[config.mk]
export PLATFORM = sky130hd
export DESIGN_NAME = bounding_box_accumulator_3d_core
export DESIGN_NICKNAME = d
export VERILOG_FILES = /design/src/sv/bba3d_pkg.sv /design/src/sv/bba3d_bounds.sv /design/src/sv/bba3d_mul.sv /design/src/sv/bba3d_ctrl.sv /design/src/sv/bounding_box_accumulator_3d_core.sv
export VERILOG_INCLUDE_DIRS = /design/src /design/src/sv
export SDC_FILE = /design/constraint.sdc
export NUM_CORES = 2
export LEC_CHECK = 0
export BUFFER_PORTS_ARGS = -buffer_cell sky130_fd_sc_hd__clkbuf_2
export CAP_MARGIN = 20
export CORE_UTILIZATION = 47
export CTS_CLUSTER_SIZE = 20
export DETAILED_ROUTE_END_ITERATION = 6
export PLACE_DENSITY = 0.72
export REMOVE_ABC_BUFFERS = 1
export SLEW_MARGIN = 20
export SYNTH_ARGS = -nofsm -noshare
export SYNTH_HDL_FRONTEND = slang
export SYNTH_HIERARCHICAL = 1
export SYNTH_SLANG_ARGS = --single-unit
[constraint.sdc]
create_clock -name aclk -period 7.6 [get_ports aclk]
set_clock_uncertainty 0.15 [all_clocks]
set_input_delay 0.38 -clock aclk [delete_from_list [all_inputs] [get_ports aclk]]
set_output_delay 0.38 -clock aclk [all_outputs]
set_load 0.01 [all_outputs]
[src/sv/bounding_box_accumulator_3d_core_defines.svh]
// assertion macros shared by the bounding box accumulator rtl
// depends on nothing; define NO_ASSERTIONS to compile the checks out
`ifndef BOUNDING_BOX_ACCUMULATOR_3D_CORE_DEFINES_SVH
`define BOUNDING_BOX_ACCUMULATOR_3D_CORE_DEFINES_SVH
`ifndef NO_ASSERTIONS
// clocked check, masked while reset is held
`define BBA_ASSERT(lbl, clk, rst_n, prop) \
    lbl: assert property (@(posedge clk) disable iff (!rst_n) prop) \
        else $error("bba3d assertion failed");
// clocked check with no reset masking
`define BBA_ASSERT_CLK(lbl, clk, prop) \
    lbl: assert property (@(posedge clk) prop) \
        else $error("bba3d assertion failed");
`else
`define BBA_ASSERT(lbl, clk, rst_n, prop)
`define BBA_ASSERT_CLK(lbl, clk, prop)
`endif
`endif

[src/sv/bba3d_pkg.sv]
// shared types and constants of the 3d bounding box accumulator
// used by every module of the block; depends on nothing
package bba3d_pkg;

    localparam int COORD_BITS_DEF = 16;

    // sequencer states
    typedef enum logic [2:0] {
        ST_IDLE,
        ST_EXT,
        ST_MXY,
        ST_MYZ,
        ST_MZX,
        ST_MVL,
        ST_MVH,
        ST_FIN
    } seq_state_t;

    // operand pairs of the shared multiplier
    typedef enum logic [2:0] {
        MS_XY,
        MS_YZ,
        MS_ZX,
        MS_VL,
        MS_VH
    } mul_sel_t;

    // accumulator operations
    typedef enum logic [1:0] {
        AO_HOLD,
        AO_LOAD,
        AO_ADD
    } acc_op_t;

    // control word from the sequencer to the datapath
    typedef struct packed {
        logic     s_ready;
        logic     ext_en;
        logic     mul_en;
        mul_sel_t mul_sel;
        logic     exy_en;
        acc_op_t  surf_op;
        acc_op_t  vol_op;
        logic     out_load;
    } seq_ctl_t;

endpackage

[src/sv/bba3d_bounds.sv]
// running min/max bounds of the accumulated box, one lane per axis
// depends on bba3d_pkg
module bba3d_bounds #(
    parameter int COORD_BITS = bba3d_pkg::COORD_BITS_DEF
) (
    input  logic                         aclk,
    input  logic                         aresetn,
    input  logic                         take,
    input  logic                         start_new,
    input  logic signed [COORD_BITS-1:0] in_lo  [3],
    input  logic signed [COORD_BITS-1:0] in_hi  [3],
    output logic signed [COORD_BITS-1:0] box_lo [3],
    output logic signed [COORD_BITS-1:0] box_hi [3]
);
    import bba3d_pkg::*;

    localparam logic signed [COORD_BITS-1:0] MOST_POS = {1'b0, {(COORD_BITS-1){1'b1}}};
    localparam logic signed [COORD_BITS-1:0] MOST_NEG = {1'b1, {(COORD_BITS-1){1'b0}}};

    logic signed [COORD_BITS-1:0] lo_reg  [3];
    logic signed [COORD_BITS-1:0] hi_reg  [3];
    logic signed [COORD_BITS-1:0] lo_next [3];
    logic signed [COORD_BITS-1:0] hi_next [3];

    // load or merge, axes are independent
    always_comb begin
        for (int i = 0; i < 3; i++) begin
            lo_next[i] = lo_reg[i];
            hi_next[i] = hi_reg[i];
            if (take) begin
                if (start_new) begin
                    lo_next[i] = in_lo[i];
                    hi_next[i] = in_hi[i];
                end else begin
                    lo_next[i] = (in_lo[i] < lo_reg[i]) ? in_lo[i] : lo_reg[i];
                    hi_next[i] = (in_hi[i] > hi_reg[i]) ? in_hi[i] : hi_reg[i];
                end
            end
        end
    end

    // bounds start out empty
    always_ff @(posedge aclk) begin
        for (int i = 0; i < 3; i++) begin
            if (!aresetn) begin
                lo_reg[i] <= MOST_POS;
                hi_reg[i] <= MOST_NEG;
            end else begin
                lo_reg[i] <= lo_next[i];
                hi_reg[i] <= hi_next[i];
            end
        end
    end

    assign box_lo = lo_reg;
    assign box_hi = hi_reg;

endmodule

[src/sv/bba3d_mul.sv]
// shared unsigned multiplier with a registered product
// depends on bba3d_pkg
module bba3d_mul #(
    parameter int OP_W = bba3d_pkg::COORD_BITS_DEF + 1
) (
    input  logic              aclk,
    input  logic              en,
    input  logic [OP_W-1:0]   op_a,
    input  logic [OP_W-1:0]   op_b,
    output logic [2*OP_W-1:0] prod
);
    import bba3d_pkg::*;

    logic [2*OP_W-1:0] prod_reg;

    // product holds while the unit is not stepped
    always_ff @(posedge aclk) begin
        if (en) begin
            prod_reg <= op_a * op_b;
        end
    end

    assign prod = prod_reg;

endmodule

[src/sv/bba3d_ctrl.sv]
// sequencer: steps the shared multiplier through the five products
// depends on bba3d_pkg and the assertion macro header
`include "bounding_box_accumulator_3d_core_defines.svh"
module bba3d_ctrl (
    input  logic                aclk,
    input  logic                aresetn,
    input  logic                s_valid,
    input  logic                in_last,
    input  logic                out_free,
    output bba3d_pkg::seq_ctl_t ctl
);
    import bba3d_pkg::*;

    seq_state_t state_reg;
    seq_state_t state_next;

    // next state
    always_comb begin
        state_next = state_reg;
        unique case (state_reg)
            ST_IDLE: begin
                if (s_valid && in_last) begin
                    state_next = ST_EXT;
                end
            end
            ST_EXT:  state_next = ST_MXY;
            ST_MXY:  state_next = ST_MYZ;
            ST_MYZ:  state_next = ST_MZX;
            ST_MZX:  state_next = ST_MVL;
            ST_MVL:  state_next = ST_MVH;
            ST_MVH:  state_next = ST_FIN;
            ST_FIN: begin
                if (out_free) begin
                    state_next = ST_IDLE;
                end
            end
            default: state_next = ST_IDLE;
        endcase
    end

    always_ff @(posedge aclk) begin
        if (!aresetn) begin
            state_reg <= ST_IDLE;
        end else begin
            state_reg <= state_next;
        end
    end

    // control word per state
    always_comb begin
        ctl          = '0;
        ctl.mul_sel  = MS_XY;
        ctl.surf_op  = AO_HOLD;
        ctl.vol_op   = AO_HOLD;
        unique case (state_reg)
            ST_IDLE: ctl.s_ready = 1'b1;
            ST_EXT:  ctl.ext_en  = 1'b1;
            ST_MXY: begin
                ctl.mul_en  = 1'b1;
                ctl.mul_sel = MS_XY;
            end
            ST_MYZ: begin
                ctl.mul_en  = 1'b1;
                ctl.mul_sel = MS_YZ;
                ctl.exy_en  = 1'b1;
                ctl.surf_op = AO_LOAD;
            end
            ST_MZX: begin
                ctl.mul_en  = 1'b1;
                ctl.mul_sel = MS_ZX;
                ctl.surf_op = AO_ADD;
            end
            ST_MVL: begin
                ctl.mul_en  = 1'b1;
                ctl.mul_sel = MS_VL;
                ctl.surf_op = AO_ADD;
            end
            ST_MVH: begin
                ctl.mul_en  = 1'b1;
                ctl.mul_sel = MS_VH;
                ctl.vol_op  = AO_LOAD;
            end
            ST_FIN:  ctl.out_load = out_free;
            default: ctl.s_ready  = 1'b0;
        endcase
    end

    // a last beat starts the measurement run
    `BBA_ASSERT(a_last_starts_run, aclk, aresetn, (aresetn && ctl.s_ready && s_valid && in_last) |=> (state_reg == ST_EXT))
    // a plain beat keeps the block open for the next one
    `BBA_ASSERT(a_plain_stays_idle, aclk, aresetn, (aresetn && ctl.s_ready && s_valid && !in_last) |=> (state_reg == ST_IDLE))
    // a finished result waits while the output register is still full
    `BBA_ASSERT(a_fin_waits, aclk, aresetn, (aresetn && state_reg == ST_FIN && !out_free) |=> (state_reg == ST_FIN))
    // the volume high part is taken right after its product
    `BBA_ASSERT(a_mvh_then_fin, aclk, aresetn, (aresetn && state_reg == ST_MVH) |=> (state_reg == ST_FIN && !ctl.mul_en))

endmodule

[src/sv/bounding_box_accumulator_3d_core.sv]
// top level of the 3d axis-aligned bounding box accumulator
// depends on bba3d_pkg, bba3d_bounds, bba3d_mul and bba3d_ctrl
//
// Usage:
//   s_axis carries one box per beat: tdata holds lo_x, lo_y, lo_z, hi_x, hi_y, hi_z
//   (signed Q8.8), tuser is start_new (load instead of merge), tlast is last_item.
//   A point is sent with lo equal to hi.
//   m_axis carries one result per tlast beat: the held bounds, the volume (Q27.24),
//   the surface (Q21.16) and the largest extent (Q9.8).
//   A beat without tlast is merged and s_axis_tready stays high for the next.
//   A tlast beat is merged in its accept cycle, then s_axis_tready stays low while the
//   sequencer computes the extents, runs five products on the one shared multiplier
//   (ex*ey, ey*ez, ez*ex, then the volume in two halves) and loads the result.
//   m_axis_tvalid rises once the result register has been loaded.
//   The result sits in an output register; when the receiver stalls, new beats are
//   still taken, and only the next tlast result waits in its last step until the
//   register is free.
//   Reset (aresetn low, synchronous) empties the bounds (low most positive, high most
//   negative), drops m_axis_tvalid and returns the sequencer to idle.
`include "bounding_box_accumulator_3d_core_defines.svh"
module bounding_box_accumulator_3d_core #(
    parameter int  COORD_BITS  = bba3d_pkg::COORD_BITS_DEF,
    localparam int EXT_W       = COORD_BITS + 1,
    localparam int VOL_W       = 3 * EXT_W,
    localparam int SURF_W      = 2 * EXT_W + 3,
    localparam int IN_TDATA_W  = ((6 * COORD_BITS + 7) / 8) * 8,
    localparam int OUT_TDATA_W = ((6 * COORD_BITS + VOL_W + SURF_W + EXT_W + 7) / 8) * 8
) (
    input  logic                   aclk,
    input  logic                   aresetn,
    input  logic                   s_axis_tvalid,
    output logic                   s_axis_tready,
    // lo_x, lo_y, lo_z, hi_x, hi_y, hi_z from bit 0 up
    input  logic [IN_TDATA_W-1:0]  s_axis_tdata,
    // start_new
    input  logic                   s_axis_tuser,
    input  logic                   s_axis_tlast,
    output logic                   m_axis_tvalid,
    input  logic                   m_axis_tready,
    // box_lo_x, box_lo_y, box_lo_z, box_hi_x, box_hi_y, box_hi_z,
    // box_volume, box_surface, largest_extent from bit 0 up, zero padded
    output logic [OUT_TDATA_W-1:0] m_axis_tdata
);
    import bba3d_pkg::*;

    localparam int PROD_W = 2 * EXT_W;
    localparam int SACC_W = PROD_W + 2;

    seq_ctl_t ctl;
    logic     accept;
    logic     out_free;

    logic signed [COORD_BITS-1:0] in_lo  [3];
    logic signed [COORD_BITS-1:0] in_hi  [3];
    logic signed [COORD_BITS-1:0] box_lo [3];
    logic signed [COORD_BITS-1:0] box_hi [3];

    logic signed [EXT_W-1:0] diff     [3];
    logic        [EXT_W-1:0] ext_reg  [3];
    logic        [EXT_W-1:0] ext_next [3];

    logic [EXT_W-1:0]  mul_a;
    logic [EXT_W-1:0]  mul_b;
    logic [PROD_W-1:0] prod;
    logic [PROD_W-1:0] exy_reg;
    logic [SACC_W-1:0] surf_acc_reg;
    logic [SACC_W-1:0] surf_acc_next;
    logic [VOL_W-1:0]  vol_acc_reg;
    logic [VOL_W-1:0]  vol_acc_next;
    logic [VOL_W-1:0]  vol_final;
    logic [EXT_W-1:0]  largest;

    logic signed [COORD_BITS-1:0] out_lo_reg [3];
    logic signed [COORD_BITS-1:0] out_hi_reg [3];
    logic [VOL_W-1:0]             out_vol_reg;
    logic [SURF_W-1:0]            out_surf_reg;
    logic [EXT_W-1:0]             out_ext_reg;
    logic                         m_valid_reg;
    logic                         m_valid_next;

    // unpack the input beat
    always_comb begin
        for (int i = 0; i < 3; i++) begin
            in_lo[i] = s_axis_tdata[i*COORD_BITS +: COORD_BITS];
            in_hi[i] = s_axis_tdata[(i+3)*COORD_BITS +: COORD_BITS];
        end
    end

    assign s_axis_tready = ctl.s_ready;
    assign accept        = s_axis_tvalid && ctl.s_ready;
    assign out_free      = !m_valid_reg || m_axis_tready;

    bba3d_bounds #(
        .COORD_BITS (COORD_BITS)
    ) u_bounds (
        .aclk      (aclk),
        .aresetn   (aresetn),
        .take      (accept),
        .start_new (s_axis_tuser),
        .in_lo     (in_lo),
        .in_hi     (in_hi),
        .box_lo    (box_lo),
        .box_hi    (box_hi)
    );

    bba3d_ctrl u_ctrl (
        .aclk     (aclk),
        .aresetn  (aresetn),
        .s_valid  (s_axis_tvalid),
        .in_last  (s_axis_tlast),
        .out_free (out_free),
        .ctl      (ctl)
    );

    // per-axis extent, an inverted axis counts as zero
    always_comb begin
        for (int i = 0; i < 3; i++) begin
            diff[i] = {box_hi[i][COORD_BITS-1], box_hi[i]}
                    - {box_lo[i][COORD_BITS-1], box_lo[i]};
            ext_next[i] = diff[i][EXT_W-1] ? '0 : diff[i];
        end
    end

    always_ff @(posedge aclk) begin
        if (ctl.ext_en) begin
            ext_reg <= ext_next;
        end
    end

    // operand pair for the shared multiplier
    always_comb begin
        unique case (ctl.mul_sel)
            MS_XY: begin
                mul_a = ext_reg[0];
                mul_b = ext_reg[1];
            end
            MS_YZ: begin
                mul_a = ext_reg[1];
                mul_b = ext_reg[2];
            end
            MS_ZX: begin
                mul_a = ext_reg[2];
                mul_b = ext_reg[0];
            end
            MS_VL: begin
                mul_a = exy_reg[EXT_W-1:0];
                mul_b = ext_reg[2];
            end
            MS_VH: begin
                mul_a = exy_reg[PROD_W-1:EXT_W];
                mul_b = ext_reg[2];
            end
            default: begin
                mul_a = ext_reg[0];
                mul_b = ext_reg[1];
            end
        endcase
    end

    bba3d_mul #(
        .OP_W (EXT_W)
    ) u_mul (
        .aclk (aclk),
        .en   (ctl.mul_en),
        .op_a (mul_a),
        .op_b (mul_b),
        .prod (prod)
    );

    // face product sum and volume low half
    always_comb begin
        unique case (ctl.surf_op)
            AO_HOLD: surf_acc_next = surf_acc_reg;
            AO_LOAD: surf_acc_next = SACC_W'(prod);
            AO_ADD:  surf_acc_next = surf_acc_reg + SACC_W'(prod);
            default: surf_acc_next = surf_acc_reg;
        endcase
        unique case (ctl.vol_op)
            AO_HOLD: vol_acc_next = vol_acc_reg;
            AO_LOAD: vol_acc_next = VOL_W'(prod);
            AO_ADD:  vol_acc_next = vol_acc_reg + VOL_W'(prod);
            default: vol_acc_next = vol_acc_reg;
        endcase
    end

    always_ff @(posedge aclk) begin
        if (ctl.exy_en) begin
            exy_reg <= prod;
        end
        surf_acc_reg <= surf_acc_next;
        vol_acc_reg  <= vol_acc_next;
    end

    // volume high half and largest extent, taken as the result loads
    assign vol_final = vol_acc_reg + (VOL_W'(prod) << EXT_W);

    always_comb begin
        largest = ext_reg[0];
        if (largest < ext_reg[1]) begin
            largest = ext_reg[1];
        end
        if (largest < ext_reg[2]) begin
            largest = ext_reg[2];
        end
    end

    // output register
    always_ff @(posedge aclk) begin
        if (ctl.out_load) begin
            out_lo_reg   <= box_lo;
            out_hi_reg   <= box_hi;
            out_vol_reg  <= vol_final;
            out_surf_reg <= {surf_acc_reg, 1'b0};
            out_ext_reg  <= largest;
        end
    end

    always_comb begin
        m_valid_next = m_valid_reg;
        if (ctl.out_load) begin
            m_valid_next = 1'b1;
        end else if (m_axis_tready) begin
            m_valid_next = 1'b0;
        end
    end

    always_ff @(posedge aclk) begin
        if (!aresetn) begin
            m_valid_reg <= 1'b0;
        end else begin
            m_valid_reg <= m_valid_next;
        end
    end

    assign m_axis_tvalid = m_valid_reg;
    assign m_axis_tdata  = OUT_TDATA_W'({out_ext_reg, out_surf_reg, out_vol_reg,
                                         out_hi_reg[2], out_hi_reg[1], out_hi_reg[0],
                                         out_lo_reg[2], out_lo_reg[1], out_lo_reg[0]});

endmodule
==> reports/results.ini <==
[sta]
period_needed_ps = 7380
setup_violations = 0
post-route-period-util = 0.971
relSlewSlack = -0.298
fmax_mhz = 136
slew_viol_final = 46
hold_viol = 0
worst_pin_slew_ps = 1950
worst_slack_ps = 224
final.setup.tns_ps = 0

[worst_setup_path]
critical_path.most_common_cell = fa_1
cp.arrival_ps = 7570
path_max_fanout = 9
r2r_setup_slack_ps = 220
cp_slowest_cell = fa_1
worstSetupPathType = reg2reg
startpoint_type = register
worst_setup_path_end_kind = register
crit_required_ps = 7800
crit_path_max_incr_delay_ps = 550

[synthesis]
synth_commonest_cells = inv_1, nand2_1, edfxtp_1, ha_1, fa_1
synth_xor_xnor_area_share = 0.0299
synth_top_family_by_area = adder cells
synth-edff-count = 402
synth.distinct_cells = 104
synth_compound_area_frac = 0.124
synth_top_area_frac = 0.303
synth_area_leaders = edfxtp_1, ha_1, fa_1
yosysMostFrequentCell = inv_1
synth.avg_cell_area_um2 = 10.1
synth-seq-cells = 502
syn_inst = 3955
yosysTopAreaCell = edfxtp_1
synthMuxAreaShare = 0.0499
async_flop_share = 0
synthSimpleGateAreaFrac = 0.140
synthAdderAreaFrac = 0.236
ys.flop_type = edfxtp_1
seq_area_frac_synth = 0.353
yosys_warnings = 6
synth_area_um2 = 39800

[die]
coreArea_um2 = 83800
die_w_um = 293
dieArea_um2 = 85900
fp.dieH_um = 293
ios = 312
rows = 106
initial_core_util = 0.475

[global_routing]
antenna_found_initial = 0
grt_max_degree = 144
overflow = 0
grt_usage = 0.242
grt_pass1_vias = 30600
grt_pass1_wl_um = 165000

[routing]
drt_iter0_drc = 2088
drc = 4
num_vias = 30600
drtAntennaViolNets = 0
drt_pre_antenna_iters = 7
drt-vias-per-instance = 5.49
wl_per_cell_um = 18.8
wl_um = 105000

[layout]
drive_gt1_frac = 0.146
largest_reg_flops = 96
nNetsFinal = 5105
insertedDiodeCount = 0
syn_to_final_growth_pct = 15.7
final_core_util = 0.550

[clocking]
clk-insertion-delay-late_ps = 610
clkSinkCount = 502
cts_tree = done
path_clk_slew_ps = 60
cts_buffers = 54
htree_levels = 2
cts-root-buf = clkbuf_16
cts_buffer_depth = 3

[placement]
hpwl_um = 79100
port_buffers = 302
post-place-ws_ps = 16.7
place_congestion = 0.944

[hold_path]
holdCritPathClass = in2reg

[flow_run]
maxCapViolations = 0

[outcome]
status = finished, violations left
violations = design-rule violations, max-slew violations

## worst max-delay path, delay by kind of cell (launching register included)
kind | cells | cell delay [ps]
xor gates and xnor gates | 1 | 140
buffers and inverters | 7 | 600
adders and majority gates | 7 | 3370
and+or+nand+nor | 8 | 1230
AOI/OAI and AO/OA | 5 | 1270
DFF | 1 | 350
## final cells by class
class	instances	area, µm²
clock buffer	71	1500
clock inverter	30	343
fill	7290	37700
inverter	528	1980
multi-input combinational	2804	23300
sequential	502	14100
tap	1134	1420
timing repair buffer	501	3430
## path summary, 6_finish.rpt
path                       startpoint              end  cells past startpoint
setup / recovery  u_ctrl/state_reg[1]   u_mul/prod[32]                     28
hold reg to reg       surf_acc_reg[5]  out_surf_reg[6]                      0
setup reg to reg  u_ctrl/state_reg[1]   u_mul/prod[32]                     28
hold / removal          m_axis_tready    m_axis_tvalid                      3
## stage by stage
step / cell area, µm² / hold slack [ps] / instances
after floorplan: 39200 / 281 / 3834
after global placement: 43000 / 297 / 5362
after detailed placement: 43000 / 296 / 5362
after CTS: 45800 / 16.3 / 5561
after global routing: 46100 / 45.0 / 5570
final: 46100 / 30.3 / 5570
## layer usage
layer  global-route usage  vias to the layer above  wire length, µm
met3               0.0430                      220             6860
met5                    0                        -                0
met4               0.0789                        0             3560
li1                     -                    14600                -
met2                0.416                      978            50400
met1                0.306                    14800            43800
## logic make-up after synthesis
group                      after synthesis
buffers and inverters                  665
xor gates and xnor gates               136
other                                    2
and+or+nand+nor                       1113
AOI/OAI and AO/OA                      736
muxes                                  189
adders and majority gates              612
DFF                                    502
## repair_timing
action,4_1_cts,5_1_grt
hold endpoints to repair,97,0
buffers inserted,0,6
hold buffers,98,0
pin swaps,0,17
gates resized for setup,2,47
gates cloned,0,1
setup endpoints to repair,2,16
## cell usage in the layout (no fill, tap or decap), drive strengths merged, types with 16 or more instances in the layout
cell type,count
a21boi,20
buf,101
xor2,47
edfxtp,402
nand2,417
o21a,33
nor2,147
ha,382
nor3,52
mux2,77
a31oi,32
nand3,69
a211oi,27
a221o,19
nand2b,23
o21bai,22
mux2i,112
and3,35
a21oi,212
a21o,99
nand4,26
conb,18
nor2b,130
o21ai,129
xnor2,89
o211ai,30
clkbuf,373
dfxtp,100
or3,16
dlygate4sd3,98
clkinv,21
inv,530
and2,131
fa,230
o31ai,22
Power is not shown: default switching activity piles up to over one toggle a cycle in this logic, so the estimate is an artifact.
